## config.mk

```make
export PLATFORM = sky130hd
export DESIGN_NAME = json_string_unescaper_utf8
export DESIGN_NICKNAME = d
export VERILOG_FILES = /design/src/rtl/jsu_pkg.sv /design/src/rtl/jsu_front.sv /design/src/rtl/jsu_queue.sv /design/src/rtl/jsu_back.sv /design/src/rtl/json_string_unescaper_utf8.sv
export SDC_FILE = /design/constraint.sdc
export NUM_CORES = 1
export LEC_CHECK = 0
export BUFFER_PORTS_ARGS = -buffer_cell sky130_fd_sc_hd__buf_2
export CORE_UTILIZATION = 40
export CTS_CLUSTER_DIAMETER = 30
export CTS_CLUSTER_SIZE = 40
export DETAILED_ROUTE_END_ITERATION = 6
export PLACE_DENSITY = 0.63
export SYNTH_ARGS = -nofsm -noshare
export SYNTH_HDL_FRONTEND = slang
export SYNTH_SLANG_ARGS = --single-unit
```

## constraint.sdc

```tcl
create_clock -name clk -period 10.4 [get_ports clk]
set_input_delay 1.56 -clock clk [delete_from_list [all_inputs] [get_ports clk]]
set_output_delay 1.56 -clock clk [all_outputs]
set_load 0.05 [all_outputs]
```

## src/rtl/jsu_pkg.sv

```systemverilog
`timescale 1ns / 1ps
`default_nettype none
// ---------------------------------------------------------------------------
// jsu_pkg
// shared types and constants of the json string unescaper
// ---------------------------------------------------------------------------
package jsu_pkg;

  // queue between front and back
  localparam int QDepth = 4;
  localparam int QAw    = $clog2(QDepth);
  localparam int QCw    = $clog2(QDepth + 1);

  localparam int CpW = 21;

  localparam logic [7:0] CH_BSLASH = 8'h5C;

  // what one queue entry expands to
  typedef enum logic [1:0] {
    KIND_BYTE = 2'd0,  // one raw byte in cp[7:0]
    KIND_ESC  = 2'd1,  // backslash then cp[7:0]
    KIND_CP   = 2'd2   // code point, utf-8 encoded
  } kind_t;

  typedef struct packed {
    kind_t           kind;
    logic [CpW-1:0]  cp;
  } entry_t;

endpackage : jsu_pkg
`default_nettype wire

```

## src/rtl/jsu_front.sv

```systemverilog
`timescale 1ns / 1ps
`default_nettype none
// ---------------------------------------------------------------------------
// jsu_front
// escape decoder: takes input bytes, tracks escape state, queues work
// ---------------------------------------------------------------------------
module jsu_front (
  input  wire logic           clk,
  input  wire logic           rst,
  input  wire logic           accept,
  input  wire logic [7:0]     in_byte,
  input  wire logic           first,
  input  wire logic           last,
  input  wire logic           framed,
  output logic                push_valid,
  output jsu_pkg::entry_t     push_data
);
  import jsu_pkg::*;

  typedef enum logic [2:0] {
    MODE_NORMAL = 3'b001,
    MODE_ESCAPE = 3'b010,
    MODE_HEX    = 3'b100
  } mode_t;

  localparam logic [7:0]  CH_B      = 8'h62;
  localparam logic [7:0]  CH_F      = 8'h66;
  localparam logic [7:0]  CH_N      = 8'h6E;
  localparam logic [7:0]  CH_R      = 8'h72;
  localparam logic [7:0]  CH_T      = 8'h74;
  localparam logic [7:0]  CH_U      = 8'h75;
  localparam logic [7:0]  CH_QUOTE  = 8'h22;
  localparam logic [7:0]  CH_SLASH  = 8'h2F;
  localparam logic [15:0] HIGH_LO   = 16'hD800;
  localparam logic [15:0] HIGH_HI   = 16'hDBFF;
  localparam logic [15:0] LOW_LO    = 16'hDC00;
  localparam logic [15:0] LOW_HI    = 16'hDFFF;
  localparam logic [CpW-1:0] SUPP_BASE = 21'h10000;
  localparam logic [2:0]  HEX_COUNT = 3'd4;

  mode_t       mode, mode_next;
  logic [2:0]  digits_left, digits_left_next;
  logic [15:0] hex_value, hex_value_next;
  logic        hex_ended, hex_ended_next;
  logic [15:0] pending_high, pending_high_next;

  // {valid, value}
  function automatic logic [4:0] hex_digit(input logic [7:0] c);
    logic [4:0] r;
    r = 5'd0;
    if (c >= 8'h30 && c <= 8'h39)      r = {1'b1, 4'(c - 8'h30)};
    else if (c >= 8'h61 && c <= 8'h66) r = {1'b1, 4'(c - 8'h57)};
    else if (c >= 8'h41 && c <= 8'h46) r = {1'b1, 4'(c - 8'h37)};
    return r;
  endfunction

  always_comb begin
    mode_t       m;
    logic [2:0]  dl, dl_dec;
    logic [15:0] hv, ph, v_new;
    logic        he, e_new, emit, handle;
    logic [4:0]  dig;

    // state as seen by this byte; a first byte starts clean
    m  = first ? MODE_NORMAL : mode;
    dl = first ? 3'd0  : digits_left;
    hv = first ? 16'd0 : hex_value;
    he = first ? 1'b0  : hex_ended;
    ph = first ? 16'd0 : pending_high;

    mode_next         = m;
    digits_left_next  = dl;
    hex_value_next    = hv;
    hex_ended_next    = he;
    pending_high_next = ph;
    emit              = 1'b0;
    push_data.kind    = KIND_BYTE;
    push_data.cp      = {13'd0, in_byte};

    dig    = hex_digit(in_byte);
    v_new  = hv;
    e_new  = he;
    dl_dec = (dl != 3'd0) ? dl - 3'd1 : 3'd0;
    handle = !(framed && (first != last));

    if (handle) begin
      unique case (m)
        MODE_HEX: begin
          if (!he && dig[4]) v_new = {hv[11:0], dig[3:0]};
          else               e_new = 1'b1;
          digits_left_next = dl_dec;
          if (dl_dec == 3'd0) begin
            mode_next      = MODE_NORMAL;
            hex_value_next = 16'd0;
            hex_ended_next = 1'b0;
            if (ph != 16'd0) begin
              pending_high_next = 16'd0;
              if (v_new >= LOW_LO && v_new <= LOW_HI) begin
                emit           = 1'b1;
                push_data.kind = KIND_CP;
                push_data.cp   = {1'b0, ph[9:0], v_new[9:0]} + SUPP_BASE;
              end else if (v_new == 16'd0) begin
                // lone high surrogate closed by a zero value
                emit           = 1'b1;
                push_data.kind = KIND_CP;
                push_data.cp   = {5'd0, ph};
              end
            end else if (v_new >= HIGH_LO && v_new <= HIGH_HI) begin
              pending_high_next = v_new;
            end else begin
              emit           = 1'b1;
              push_data.kind = KIND_CP;
              push_data.cp   = {5'd0, v_new};
            end
          end else begin
            hex_value_next = v_new;
            hex_ended_next = e_new;
          end
        end
        MODE_ESCAPE: begin
          mode_next = MODE_NORMAL;
          emit      = 1'b1;
          unique case (in_byte)
            CH_B: push_data.cp = 21'h08;
            CH_F: push_data.cp = 21'h0C;
            CH_N: push_data.cp = 21'h0A;
            CH_R: push_data.cp = 21'h0D;
            CH_T: push_data.cp = 21'h09;
            CH_QUOTE, CH_BSLASH, CH_SLASH: push_data.cp = {13'd0, in_byte};
            CH_U: begin
              emit             = 1'b0;
              mode_next        = MODE_HEX;
              digits_left_next = HEX_COUNT;
              hex_value_next   = 16'd0;
              hex_ended_next   = 1'b0;
            end
            default: push_data.kind = KIND_ESC;
          endcase
        end
        default: begin
          if (in_byte == CH_BSLASH) mode_next = MODE_ESCAPE;
          else                      emit = 1'b1;
        end
      endcase
    end

    // end of string clears everything, unfinished escapes are dropped
    if (last) begin
      mode_next         = MODE_NORMAL;
      digits_left_next  = 3'd0;
      hex_value_next    = 16'd0;
      hex_ended_next    = 1'b0;
      pending_high_next = 16'd0;
    end

    push_valid = accept && emit;
  end

  always_ff @(posedge clk) begin
    if (rst) begin
      mode         <= MODE_NORMAL;
      digits_left  <= 3'd0;
      hex_value    <= 16'd0;
      hex_ended    <= 1'b0;
      pending_high <= 16'd0;
    end else if (accept) begin
      mode         <= mode_next;
      digits_left  <= digits_left_next;
      hex_value    <= hex_value_next;
      hex_ended    <= hex_ended_next;
      pending_high <= pending_high_next;
    end
  end

endmodule : jsu_front
`default_nettype wire

```

## src/rtl/jsu_queue.sv

```systemverilog
`timescale 1ns / 1ps
`default_nettype none
// ---------------------------------------------------------------------------
// jsu_queue
// short fifo of decoded entries between front and back
// ---------------------------------------------------------------------------
module jsu_queue (
  input  wire logic            clk,
  input  wire logic            rst,
  input  wire logic            push_valid,
  output logic                 push_ready,
  input  wire jsu_pkg::entry_t push_data,
  output logic                 pop_valid,
  input  wire logic            pop_ready,
  output jsu_pkg::entry_t      pop_data
);
  import jsu_pkg::*;

  entry_t           slots [QDepth];
  logic [QAw-1:0]   wr_ptr, rd_ptr;
  logic [QCw-1:0]   count;
  logic             push, pop;

  assign push_ready = (count != QCw'(QDepth));
  assign pop_valid  = (count != '0);
  assign pop_data   = slots[rd_ptr];
  assign push       = push_valid && push_ready;
  assign pop        = pop_valid && pop_ready;

  always_ff @(posedge clk) begin
    if (push) slots[wr_ptr] <= push_data;
  end

  always_ff @(posedge clk) begin
    if (rst) begin
      wr_ptr <= '0;
      rd_ptr <= '0;
      count  <= '0;
    end else begin
      if (push) wr_ptr <= wr_ptr + QAw'(1);
      if (pop)  rd_ptr <= rd_ptr + QAw'(1);
      if (push && !pop)      count <= count + QCw'(1);
      else if (pop && !push) count <= count - QCw'(1);
    end
  end

endmodule : jsu_queue
`default_nettype wire

```

## src/rtl/jsu_back.sv

```systemverilog
`timescale 1ns / 1ps
`default_nettype none
// ---------------------------------------------------------------------------
// jsu_back
// expands queue entries into output bytes, utf-8 encoding code points
// ---------------------------------------------------------------------------
module jsu_back (
  input  wire logic            clk,
  input  wire logic            rst,
  input  wire logic            head_valid,
  input  wire jsu_pkg::entry_t head,
  output logic                 head_pop,
  output logic                 out_valid,
  input  wire logic            out_ready,
  output logic [7:0]           out_byte,
  output logic                 run_last
);
  import jsu_pkg::*;

  localparam logic [7:0] LEAD2 = 8'hC0;
  localparam logic [7:0] LEAD3 = 8'hE0;
  localparam logic [7:0] LEAD4 = 8'hF0;
  localparam logic [7:0] CONT  = 8'h80;

  logic [1:0] idx;
  logic [2:0] len;
  logic [5:0] b0, b1, b2, b3;

  // six-bit groups, least significant first
  assign b0 = head.cp[5:0];
  assign b1 = head.cp[11:6];
  assign b2 = head.cp[17:12];
  assign b3 = {3'd0, head.cp[20:18]};

  always_comb begin
    len      = 3'd1;
    out_byte = head.cp[7:0];
    unique case (head.kind)
      KIND_ESC: begin
        len      = 3'd2;
        out_byte = (idx == 2'd0) ? CH_BSLASH : head.cp[7:0];
      end
      KIND_CP: begin
        if (head.cp < 21'h80) begin
          len = 3'd1;
        end else if (head.cp <= 21'h7FF) begin
          len = 3'd2;
          out_byte = (idx == 2'd0) ? (LEAD2 | {3'd0, b1[4:0]}) : (CONT | {2'd0, b0});
        end else if (head.cp <= 21'hFFFF) begin
          len = 3'd3;
          unique case (idx)
            2'd0:    out_byte = LEAD3 | {4'd0, b2[3:0]};
            2'd1:    out_byte = CONT | {2'd0, b1};
            default: out_byte = CONT | {2'd0, b0};
          endcase
        end else begin
          len = 3'd4;
          unique case (idx)
            2'd0:    out_byte = LEAD4 | {2'd0, b3};
            2'd1:    out_byte = CONT | {2'd0, b2};
            2'd2:    out_byte = CONT | {2'd0, b1};
            default: out_byte = CONT | {2'd0, b0};
          endcase
        end
      end
      default: len = 3'd1;
    endcase
  end

  assign out_valid = head_valid;
  assign run_last  = ({1'b0, idx} == len - 3'd1);
  assign head_pop  = out_valid && out_ready && run_last;

  always_ff @(posedge clk) begin
    if (rst) begin
      idx <= 2'd0;
    end else if (out_valid && out_ready) begin
      idx <= run_last ? 2'd0 : idx + 2'd1;
    end
  end

endmodule : jsu_back
`default_nettype wire

```

## src/rtl/json_string_unescaper_utf8.sv

```systemverilog
`timescale 1ns / 1ps
`default_nettype none
// ---------------------------------------------------------------------------
// json_string_unescaper_utf8
// JSON string body unescaper with UTF-8 output
// ---------------------------------------------------------------------------
// Takes an escaped JSON string body one byte per transfer and delivers the
// unescaped bytes, one per transfer, with run_last on the final byte caused
// by each input byte; inputs that cause nothing (backslash, hex digits, a
// held high surrogate, framing quotes) produce no output transfer at all.
// A new input byte is taken every cycle while the four-entry queue between
// the decoder and the output stage has room. An input's first output byte
// is queued and shows once it reaches the head; the output stage then gives
// one byte per cycle while out_ready is high, so an input expanding to n
// bytes (n up to 4, for a surrogate pair) holds the output side for all n
// bytes and the queue absorbs the difference. Steady-state input throughput
// is limited by output byte count: one input per cycle for plain text.
// ---------------------------------------------------------------------------
module json_string_unescaper_utf8 (
  input  wire logic       clk,
  input  wire logic       rst,
  input  wire logic       in_valid,
  output logic            in_ready,
  input  wire logic [7:0] in_byte,
  input  wire logic       first,
  input  wire logic       last,
  input  wire logic       framed,
  output logic            out_valid,
  input  wire logic       out_ready,
  output logic [7:0]      out_byte,
  output logic            run_last
);
  import jsu_pkg::*;

  logic   in_accept;
  logic   push_valid, push_ready;
  entry_t push_data;
  logic   head_valid, head_pop;
  entry_t head;

  // input transfer only when the queue can take whatever it produces
  assign in_ready  = push_ready;
  assign in_accept = in_valid && in_ready;

  // front: escape and surrogate decoding, one byte per cycle while the queue has room
  jsu_front u_front (
    .clk        (clk),
    .rst        (rst),
    .accept     (in_accept),
    .in_byte    (in_byte),
    .first      (first),
    .last       (last),
    .framed     (framed),
    .push_valid (push_valid),
    .push_data  (push_data)
  );

  // decoupling queue
  jsu_queue u_queue (
    .clk        (clk),
    .rst        (rst),
    .push_valid (push_valid),
    .push_ready (push_ready),
    .push_data  (push_data),
    .pop_valid  (head_valid),
    .pop_ready  (head_pop),
    .pop_data   (head)
  );

  // back: byte expansion and utf-8 encoding
  jsu_back u_back (
    .clk        (clk),
    .rst        (rst),
    .head_valid (head_valid),
    .head       (head),
    .head_pop   (head_pop),
    .out_valid  (out_valid),
    .out_ready  (out_ready),
    .out_byte   (out_byte),
    .run_last   (run_last)
  );

  // nothing comes out straight after reset
  a_reset_quiet : assert property (@(posedge clk) rst |=> !out_valid)
    else $error("output valid right after reset");

  // the decoder never pushes into a full queue
  a_no_overflow : assert property (@(posedge clk) disable iff (rst)
    push_valid |-> push_ready)
    else $error("queue overflow");

  // output cannot appear from an empty queue without a push
  a_no_phantom : assert property (@(posedge clk) disable iff (rst)
    (!head_valid && !push_valid) |=> !out_valid)
    else $error("output without decoded entry");

  // an entry is only retired on its final byte
  a_pop_on_last : assert property (@(posedge clk) disable iff (rst)
    head_pop |-> (run_last && out_valid && out_ready))
    else $error("entry retired early");

endmodule : json_string_unescaper_utf8
`default_nettype wire

```

==> summary.md <==
| Metric | Value |
|---|---|
| Die height | 141 um |
| Clock tree buffer depth | 2 |
| F_max | 164 MHz |
| Synthesized cell area | 0.00778 sq mm |
| Hold slack | 0.483 ns |
| Initial antenna violation count | 0 |
| Required @ worst endpoint | 10.75 ns |
| Post-route setup slack | 4.30 ns |
| Min-delay worst type | flop to flop |
| Number of routed nets with antenna violations | 0 |
| Via count | 6138 |
| Asr flop ratio synth | 0 |
| Placed cell count | 1003 |
| Slew HR | 0.204 |
| Post-CTS Setup Repair Bufs | 0 |
| Buffers on Ports | 25 |
| CTS H-tree lvls | 4 |
| Pwr Density | 212 mW/mm^2 |
| Synthesized Nets | 788 |
| Worst Setup Start Kind | primary input |
| CTS clock-pin slew for the worst setup and hold paths | 0.06 ns |
| Slew Limit Fails | 0 |
| Status | complete, no violations |
| Number of global-route vias before repair | 5636 |
| Leak | 2.99 nW |
| Dpl hpwl | 14100 um |
| I/O pins | 26 |
| WL per Instance | 19.5 um |
| Via density | 5.93 |
| Starting DRT DRC Count | 588 |
| Seq cells post-synth | 142 |
| Hold Violations, Final | 0 |
| Ant. Diodes | 0 |
| RSZ-0062 raised after global routing | false |
| First-pass GRT wire length | 31700 um |
| Synthesized instance count | 751 |
| Die Area | 0.0200 sq mm |
| Overflow after GRT | 0 |
| Sequential area share after synthesis | 0.484 |
| Clock Skew | 0.0102 ns |
| Fillcell total | 1816 |
| Floorplan row count | 50 |
| Die X | 141 um |
| Drt pass-1 iters | 6 |
| Worst path max stage delay | 0.75 ns |
| Top fanout value on the critical path | 11 |
| Crit-path cells | buf_2 > inv_1 > ha_1 > a2111o_1 > o21a_1 > nor4b_2 > nor2_1 > o21ai_1 > o211ai_4 > a2111oi_4 > ha_1 > inv_1 > fa_1 > xor2_1 > or3_1 > a21oi_1 |
| CP max stage cell | o21ai_1 |
| Synth Flop Type | edfxtp_1 |
| GR Util All Layers | 0.210 |
| Resized cells post-CTS | 0 |
| Final GP Congestion | 0.931 |
| Arrival time worst endpoint | 6.45 ns |
| Synth cell types | 72 |
| Synth warn | 0 |
| Clock period minus worst slack | 6.10 ns |
| Number of synthesized flops with an enable pin | 92 |
| Max-Cap Viols | 0 |
| Worst vdd rail ir drop | 0.123 mV |
| Setup tns final | 0 ns |
| Hold-fix buffers, CTS | 0 |
| CTS buffer count | 17 |
| TritonCTS clock tree | done |
| Dpl ws | 3.95 ns |
| Worst slew pin tran | 1.19 ns |
| Avg Cell Area, Syn | 10.4 sq um |
| Largest net degree at the start of global routing | 42 |
| Routed Wire Length | 20100 um |
| Critical path type | primary input to flop |
| Post-Layout Cell Count | 1035 |
| Pwr Total | 0.00184 W |
| Clock root buffer | clkbuf_16 |
| Share of cells above drive strength 1 | 0.126 |
| Period Utilization, post-route | 0.587 |
| Sink Count | 142 |
| Core area | 0.0189 sq mm |
| Final Setup Violations | 0 |
| Starting Density | 0.412 |
| Syn-to-layout area delta | 11.7% |
| Number of remaining DRC errors | 0 |
| NumNets Final | 799 |
| Clock latency on the worst-skew pair | 0.43 ns |
| CP Capture Type | flop |
flip-flops by register name, summed over array words and instances, names as in the netlist, 2 cells and up, named ones only:
register,cells
u_front.digits_left,3
u_front.hex_value,16
u_front.mode,3
u_queue.rd_ptr,2
u_back.idx,2
u_queue.count,3
u_queue.slots,92
u_front.pending_high,16
u_queue.wr_ptr,2
kinds of logic (layout without fill, tap and decap cells):
family          count (synthesis)  after routing  share of synthesized area
compound gates                224            224                      0.200
flops                         142            142                      0.484
simple gates                  249            249                      0.155
buf+inv                        74             98                     0.0372
fa+ha+maj                      22             22                     0.0364
xor+xnor                       11             11                     0.0124
mux                            29             29                     0.0751
cell usage in the layout (no fill, tap or decap), types with 11 or more instances in the layout:
cell	count
edfxtp_1	92
clkbuf_16	17
nor2_1	87
a22oi_1	27
ha_1	21
nand2_1	66
and2_1	13
nor2b_1	11
o21ai_0	22
buf_2	25
inv_1	31
o2bb2ai_1	13
dfxtp_1	50
a21oi_1	55
mux4_2	23
o21ai_1	14
through the flow:
step,area [sq um],utilization
final,8690,0.460
after global routing,8690,0.460
after floorplan,7780,-
after detailed placement,8120,0.430
after CTS,8690,0.460
after global placement,8120,0.430
routing by layer:
metal,up-vias,track usage,share of wire
li1,2882,-,-
met1,2975,0.286,0.45
met2,234,0.328,0.46
met3,47,0.0483,0.061
met4,0,0.0730,0.028
met5,-,0,0
report_power, final:
| group | leakage [nW] | internal (W) | total [W] | switching [W] |
|---|---|---|---|---|
| registers | 1.28 | 0.000645 | 0.000666 | 0.0000209 |
| logic | 1.44 | 0.000194 | 0.000594 | 0.000400 |
| clock network | 0.279 | 0.000317 | 0.000583 | 0.000265 |
| total | 2.99 | 0.00116 | 0.00184 | 0.000686 |
final cells by class:
cell class | instances | area, sq um | share of cell area
Inverter | 34 | 128 | 0.0147
Tap cell | 260 | 325 | 0.0374
Clock inverter | 15 | 144 | 0.0166
Sequential cell | 142 | 3760 | 0.433
Multi-Input combinational cell | 535 | 3720 | 0.429
Clock buffer | 17 | 425 | 0.0490
Timing Repair Buffer | 32 | 178 | 0.0205
worst paths after layout:
path | to | slack [ns] | cells after the start | start
worst max-delay path | u_queue.count[2]$_SDFFE_PP0P_ | 4.30 | 16 | in_byte[0]
worst min-delay path | u_front.pending_high[14]$_SDFFE_PP0P_ | 0.48 | 2 | u_front.pending_high[14]$_SDFFE_PP0P_
worst max register to register | u_queue.count[2]$_SDFFE_PP0P_ | 5.41 | 19 | flop
worst min register to register | u_front.pending_high[14]$_SDFFE_PP0P_ | 0.48 | 2 | u_front.pending_high[14]$_SDFFE_PP0P_
critical path, delay by kind of cell:
kind,cells,cell delay [ns]
AOI/OAI and AO/OA,6,2.35
xor gates and xnor gates,1,0.18
adders and majority gates,3,0.97
buffers and inverters,3,0.40
and+or+nand+nor,3,1.00
cells in the mapped netlist (13+ instances only):
cell type  count  area share
inv_1         31       0.015
dfxtp_1       50        0.13
clkbuf_1      30       0.014
o21ai_0       22       0.014
a21oi_1       55       0.035
ha_1          21       0.034
and2_1        13       0.010
a22oi_1       27       0.026
o21ai_1       14      0.0090
nand2_1       66       0.032
nor2_1        87       0.042
o2bb2ai_1     13       0.015
edfxtp_1      92        0.36
mux4_2        23       0.067
(Power assumes the default switching activity.)
